## config.mk

```make
export PLATFORM = sky130hd
export DESIGN_NAME = alm_ctrl
export DESIGN_NICKNAME = d
export VERILOG_FILES = /design/src/rtl/alm_pkg.sv /design/src/rtl/alm_ctrl.sv
export SDC_FILE = /design/constraint.sdc
export NUM_CORES = 1
export LEC_CHECK = 0
export BUFFER_PORTS_ARGS = -buffer_cell sky130_fd_sc_hd__clkbuf_2
export CAP_MARGIN = 20
export CORE_AREA = 2 2 39 41
export DETAILED_ROUTE_END_ITERATION = 7
export DIE_AREA = 0 0 41 43
export SLEW_MARGIN = 20
export SYNTH_ARGS = -nofsm -noshare
export SYNTH_HDL_FRONTEND = slang
export SYNTH_SLANG_ARGS = --single-unit
export TNS_END_PERCENT = 5
```

## constraint.sdc

```tcl
create_clock -name clk -period 1.3 [get_ports clk]
set_input_delay 0.13 -clock clk [delete_from_list [all_inputs] [get_ports clk]]
set_output_delay 0.13 -clock clk [all_outputs]
set_load 0.1 [all_outputs]
```

## src/rtl/alm_pkg.sv

```systemverilog
// shared constants, codes and types for the array linked list manager
`timescale 1ns / 1ps

package alm_pkg;

	localparam int CAPACITY = 255;
	localparam int SLOT_W   = 8;
	localparam int DATA_W   = 32;
	localparam int NSLOTS   = CAPACITY + 1;

	localparam logic [1:0] FUNC_INSERT = 2'd0;
	localparam logic [1:0] FUNC_DELETE = 2'd1;
	localparam logic [1:0] FUNC_LOCATE = 2'd2;

	localparam logic [1:0] ST_OK      = 2'd0;
	localparam logic [1:0] ST_BAD_POS = 2'd1;
	localparam logic [1:0] ST_FULL    = 2'd2;

	typedef enum logic [3:0] {
		STEP_IDLE,
		STEP_DECODE,
		STEP_INS_APP,
		STEP_INS_RD,
		STEP_INS_W1,
		STEP_INS_W2,
		STEP_DEL_RD,
		STEP_DEL_UL,
		STEP_DEL_RD2,
		STEP_DEL_MV1,
		STEP_DEL_MV2,
		STEP_WALK,
		STEP_WALK_WAIT,
		STEP_DONE
	} step_t;

	typedef struct packed {
		step_t step;
		logic  accept;
		logic  load_out;
	} cmd_t;

	typedef struct packed {
		logic [1:0] err;
		logic [1:0] func;
		logic       is_append;
		logic       is_last;
		logic       walk_done;
	} stat_t;

endpackage

```

## src/rtl/alm_ctrl.sv

```systemverilog
// sequencing state machine for the list operations
`timescale 1ns / 1ps

module alm_ctrl (
	input  logic            clk,
	input  logic            arst_n,
	input  logic            in_valid,
	output logic            in_stall,
	output logic            out_valid,
	input  logic            out_stall,
	input  alm_pkg::stat_t  stat,
	output alm_pkg::cmd_t   cmd
);

	alm_pkg::step_t state_q, state_d;
	logic           out_valid_q;

	// state and output valid registers
	always_ff @(posedge clk or negedge arst_n) begin
		if (!arst_n) begin
			state_q     <= alm_pkg::STEP_IDLE;
			out_valid_q <= 1'b0;
		end else begin
			state_q <= state_d;
			if (cmd.load_out)
				out_valid_q <= 1'b1;
			else if (out_valid_q && !out_stall)
				out_valid_q <= 1'b0;
		end
	end

	assign out_valid = out_valid_q;
	assign in_stall  = (state_q != alm_pkg::STEP_IDLE);

	// next state and commands
	always_comb begin
		state_d      = state_q;
		cmd.step     = state_q;
		cmd.accept   = 1'b0;
		cmd.load_out = 1'b0;
		case (state_q)
			alm_pkg::STEP_IDLE: begin
				if (in_valid) begin
					cmd.accept = 1'b1;
					state_d    = alm_pkg::STEP_DECODE;
				end
			end
			alm_pkg::STEP_DECODE: begin
				if (stat.err != alm_pkg::ST_OK)
					state_d = alm_pkg::STEP_DONE;
				else if (stat.func == alm_pkg::FUNC_INSERT)
					state_d = stat.is_append ? alm_pkg::STEP_INS_APP : alm_pkg::STEP_INS_RD;
				else if (stat.func == alm_pkg::FUNC_DELETE)
					state_d = alm_pkg::STEP_DEL_RD;
				else
					state_d = stat.is_last ? alm_pkg::STEP_DONE : alm_pkg::STEP_WALK;
			end
			alm_pkg::STEP_INS_APP:   state_d = alm_pkg::STEP_DONE;
			alm_pkg::STEP_INS_RD:    state_d = alm_pkg::STEP_INS_W1;
			alm_pkg::STEP_INS_W1:    state_d = alm_pkg::STEP_INS_W2;
			alm_pkg::STEP_INS_W2:    state_d = alm_pkg::STEP_DONE;
			alm_pkg::STEP_DEL_RD:    state_d = alm_pkg::STEP_DEL_UL;
			alm_pkg::STEP_DEL_UL: begin
				state_d = stat.is_last ? alm_pkg::STEP_DONE : alm_pkg::STEP_DEL_RD2;
			end
			alm_pkg::STEP_DEL_RD2:   state_d = alm_pkg::STEP_DEL_MV1;
			alm_pkg::STEP_DEL_MV1:   state_d = alm_pkg::STEP_DEL_MV2;
			alm_pkg::STEP_DEL_MV2:   state_d = alm_pkg::STEP_DONE;
			alm_pkg::STEP_WALK: begin
				state_d = stat.walk_done ? alm_pkg::STEP_DONE : alm_pkg::STEP_WALK_WAIT;
			end
			alm_pkg::STEP_WALK_WAIT: state_d = alm_pkg::STEP_WALK;
			alm_pkg::STEP_DONE: begin
				if (!out_valid_q || !out_stall) begin
					cmd.load_out = 1'b1;
					state_d      = alm_pkg::STEP_IDLE;
				end
			end
			default: state_d = alm_pkg::STEP_IDLE;
		endcase
	end

endmodule

```

==> results.cfg <==
[status]
run_status = finished, violations left
failing_checks = setup timing

[routing]
routed_via_density = 5.26
detail_route.iter0.violations = 23
drc = 0
drt_pre_antenna_iters = 4
post_detailed_routing_wire_length_mm = 1.36
routed_wire_length_per_instance_microns = 14.2
vias = 505
antenna_left = 0

[timing]
worst_slew_pin_slew_ns = 0.285
fin_skew_ns = 0.00129
slew_headroom_pct = 80.9
final_max_slew_viol_count = 0
grt_setup_unrepaired = yes
layout_min_cycle_time_ns = 1.52
timing_hold_violations_final = 0
max_freq_mhz = 656
setup_viol_count_final = 7
period_share_pct = 117
timing.final.ws_setup_ns = -0.224

[finish]
multi_input_area_sq_um = 304
flow.area_growth_from_synthesis_pct = 103
fin_nets = 92
seqCellArea_sq_um = 139
layout-drive-gt1-share_pct = 67.5
n_antenna_cell = 0
final_design_area_no_fill_sq_um = 812
layout.filler_cells = 132

[floorplanning]
dieWidth_microns = 41
chipHeight_microns = 43
core-area_sq_um = 1380
top_level_ports = 19
die_area_sq_um = 1760
placement_rows = 14
initial_core_util_pct = 28.9

[logic_synthesis]
synth_seq_cells = 5
synth_seq_area_share_pct = 31.3
post_synthesis_instance_area_sq_um = 400
syn_nets = 58
synthesis.instances = 47
cell_variety_after_synth = 26
yosys_warnings = 0
syn_area_per_cell_sq_um = 8.52

[critical_path]
worstPathMaxFanout = 5
crit_buf_inv = 1
max_stage_delay_ns = 0.50
timing.critical_path.max_delay_family = flip-flops
cp_cell_sequence = nor3_4, and3_4, buf_12
crit_required_ns = 1.17
start_kind = register
critical_path.endpoint_type = output pin
worst_r2r_startpoint = state_q[2]
critical_path_arrival_ns = 1.39
crit-reg2reg-capture = state_q[0]
worst_case_register_to_register_setup_slack_ns = -0.15
reg2regPathDepth = 5
critical_path_class = register to output pin
crit_slowest_cell = sky130_fd_sc_hd__dfrtp_4

[clock_tree]
depth_of_the_cts_h_tree = 1
clock_root_buffer = sky130_fd_sc_hd__clkbuf_4
clock_sink_count = 5
clkLatencyLatePin_ns = 0.25
number_of_buffers_inserted_during_clock_tree_synthesis = 3
clockBufferDepth = 2
clk_pin_slew_ns = 0.05
cts_tree = yes

[hold_path]
worstHoldEndpoint = out_valid
hold_start = out_stall
hold_depth = 3
hold_path.class = input port to register

[grt]
maximum_number_of_pins_on_one_net_before_global_route_repair = 8
grt_util_all_layers_pct = 18.6
first_global_vias = 483
antenna_found_initial = 0
grt_pass1_wl_mm = 2.14
overflow = 0

[run]
drv.max_cap_violation_count = 0

[place]
number_of_i_o_port_buffers = 18
post_dp_cell_area_sq_um = 729
routabilityCongestion = 0.911
place.detailed.hpwl_microns = 999
## area by class of cell
| class | instances | area share [%] |
|---|---|---|
| sequential | 5 | 17.1 |
| clock buffer | 4 | 3.24 |
| timing repair buffer | 32 | 38.1 |
| multi-input combinational | 36 | 37.4 |
| tap | 16 | 2.47 |
| inverter | 3 | 1.69 |
## flip-flops by register name, summed over array words and instances, names as in the netlist
register,count
out_valid,1
state_q,4
## timing repair
action,CTS,global route
buffers inserted,2,0
resized for setup,7,3
setup endpoints to repair,5,7
gates cloned,0,0
hold endpoints to repair,5,0
hold buffers,1,0
pin swaps,6,0
## per-stage QoR
stage                     utilization (%)  setup TNS (ns)  std cells  setup slack (ns)  hold WS, ns
after floorplan                         -           -2.24         47            -0.621       -0.166
after global routing                 58.7           -1.31         96            -0.266        0.186
after CTS                            58.0           -1.06         96            -0.237        0.157
after global placement               52.7          -0.238         89            -0.162      -0.0409
final                                58.7          -0.993         96            -0.224        0.171
after detailed placement             52.7          -0.219         89            -0.145      -0.0428
## kinds of logic (layout without fill, tap and decap cells)
| family | count (synthesis) | after routing | synth area share, % |
|---|---|---|---|
| flops | 5 | 5 | 31.3 |
| buf+inv | 6 | 39 | 8.75 |
| simple gates | 19 | 19 | 28.8 |
| compound gates | 17 | 17 | 31.3 |
## synth_stat cells
master,instances,area [sq um]
sky130_fd_sc_hd__inv_1,3,11.3
sky130_fd_sc_hd__a221oi_2,1,15.0
sky130_fd_sc_hd__a211oi_1,1,7.51
sky130_fd_sc_hd__nand2_1,4,15.0
sky130_fd_sc_hd__and2_1,1,6.26
sky130_fd_sc_hd__and3_1,2,12.5
sky130_fd_sc_hd__a32o_2,1,11.3
sky130_fd_sc_hd__o21ba_2,1,10.0
sky130_fd_sc_hd__buf_6,1,11.3
sky130_fd_sc_hd__buf_2,1,5.00
sky130_fd_sc_hd__nor3_1,2,10.0
sky130_fd_sc_hd__nand2b_1,2,12.5
sky130_fd_sc_hd__o311ai_0,2,17.5
sky130_fd_sc_hd__o21ai_0,4,20.0
sky130_fd_sc_hd__or3_1,1,6.26
sky130_fd_sc_hd__o21bai_1,1,7.51
sky130_fd_sc_hd__nor4_1,1,6.26
sky130_fd_sc_hd__nor3b_1,1,7.51
sky130_fd_sc_hd__dfrtp_1,5,125
sky130_fd_sc_hd__a21oi_1,3,15.0
sky130_fd_sc_hd__nor2b_4,2,27.5
sky130_fd_sc_hd__buf_4,1,7.51
sky130_fd_sc_hd__a31oi_1,1,6.26
sky130_fd_sc_hd__o22ai_1,1,6.26
sky130_fd_sc_hd__a32oi_1,1,8.76
sky130_fd_sc_hd__nor2_1,3,11.3
## placed cells by master (no fill, tap or decap), drive strengths merged
cell / count
a211oi: 1
a21oi: 3
a221oi: 1
a31oi: 1
a32o: 1
a32oi: 1
and2: 1
and3: 2
buf: 21
clkbuf: 14
dfrtp: 5
dlygate4sd3: 1
inv: 3
nand2: 4
nand2b: 2
nor2: 3
nor2b: 2
nor3: 2
nor3b: 1
nor4: 1
o21ai: 4
o21ba: 1
o21bai: 1
o22ai: 1
o311ai: 2
or3: 1
## worst register-to-register path, cell delays in order, from the launching register on
cell and delay [ns]:
sky130_fd_sc_hd__dfrtp_4 0.50, sky130_fd_sc_hd__buf_4 0.15, sky130_fd_sc_hd__nor2b_4 0.12, sky130_fd_sc_hd__a32o_2 0.22, sky130_fd_sc_hd__a221oi_2 0.25, sky130_fd_sc_hd__a21oi_1 0.08
## routing by layer
| metal | global-route usage [%] | vias to the layer above | part of all wire, % |
|---|---|---|---|
| li1 | - | 240 | - |
| met1 | 23.1 | 245 | 42 |
| met2 | 26.3 | 18 | 53 |
| met3 | 3.66 | 2 | 4.6 |
| met4 | 15.3 | 0 | 0.59 |
| met5 | 0 | - | 0 |
## worst max-delay path by stage
stage,to,from,cells past startpoint
2_1_floorplan,cmd[0],state_q[1],4
3_3_place_gp,state_q[3],state_q[2],4
3_5_place_dp,state_q[3],state_q[2],4
4_1_cts,cmd[1],state_q[2],3
5_1_grt,cmd[1],state_q[2],3
6_report,cmd[1],state_q[2],3
Power is not shown: default switching activity piles up to over one toggle a cycle in this logic, so the estimate is an artifact.
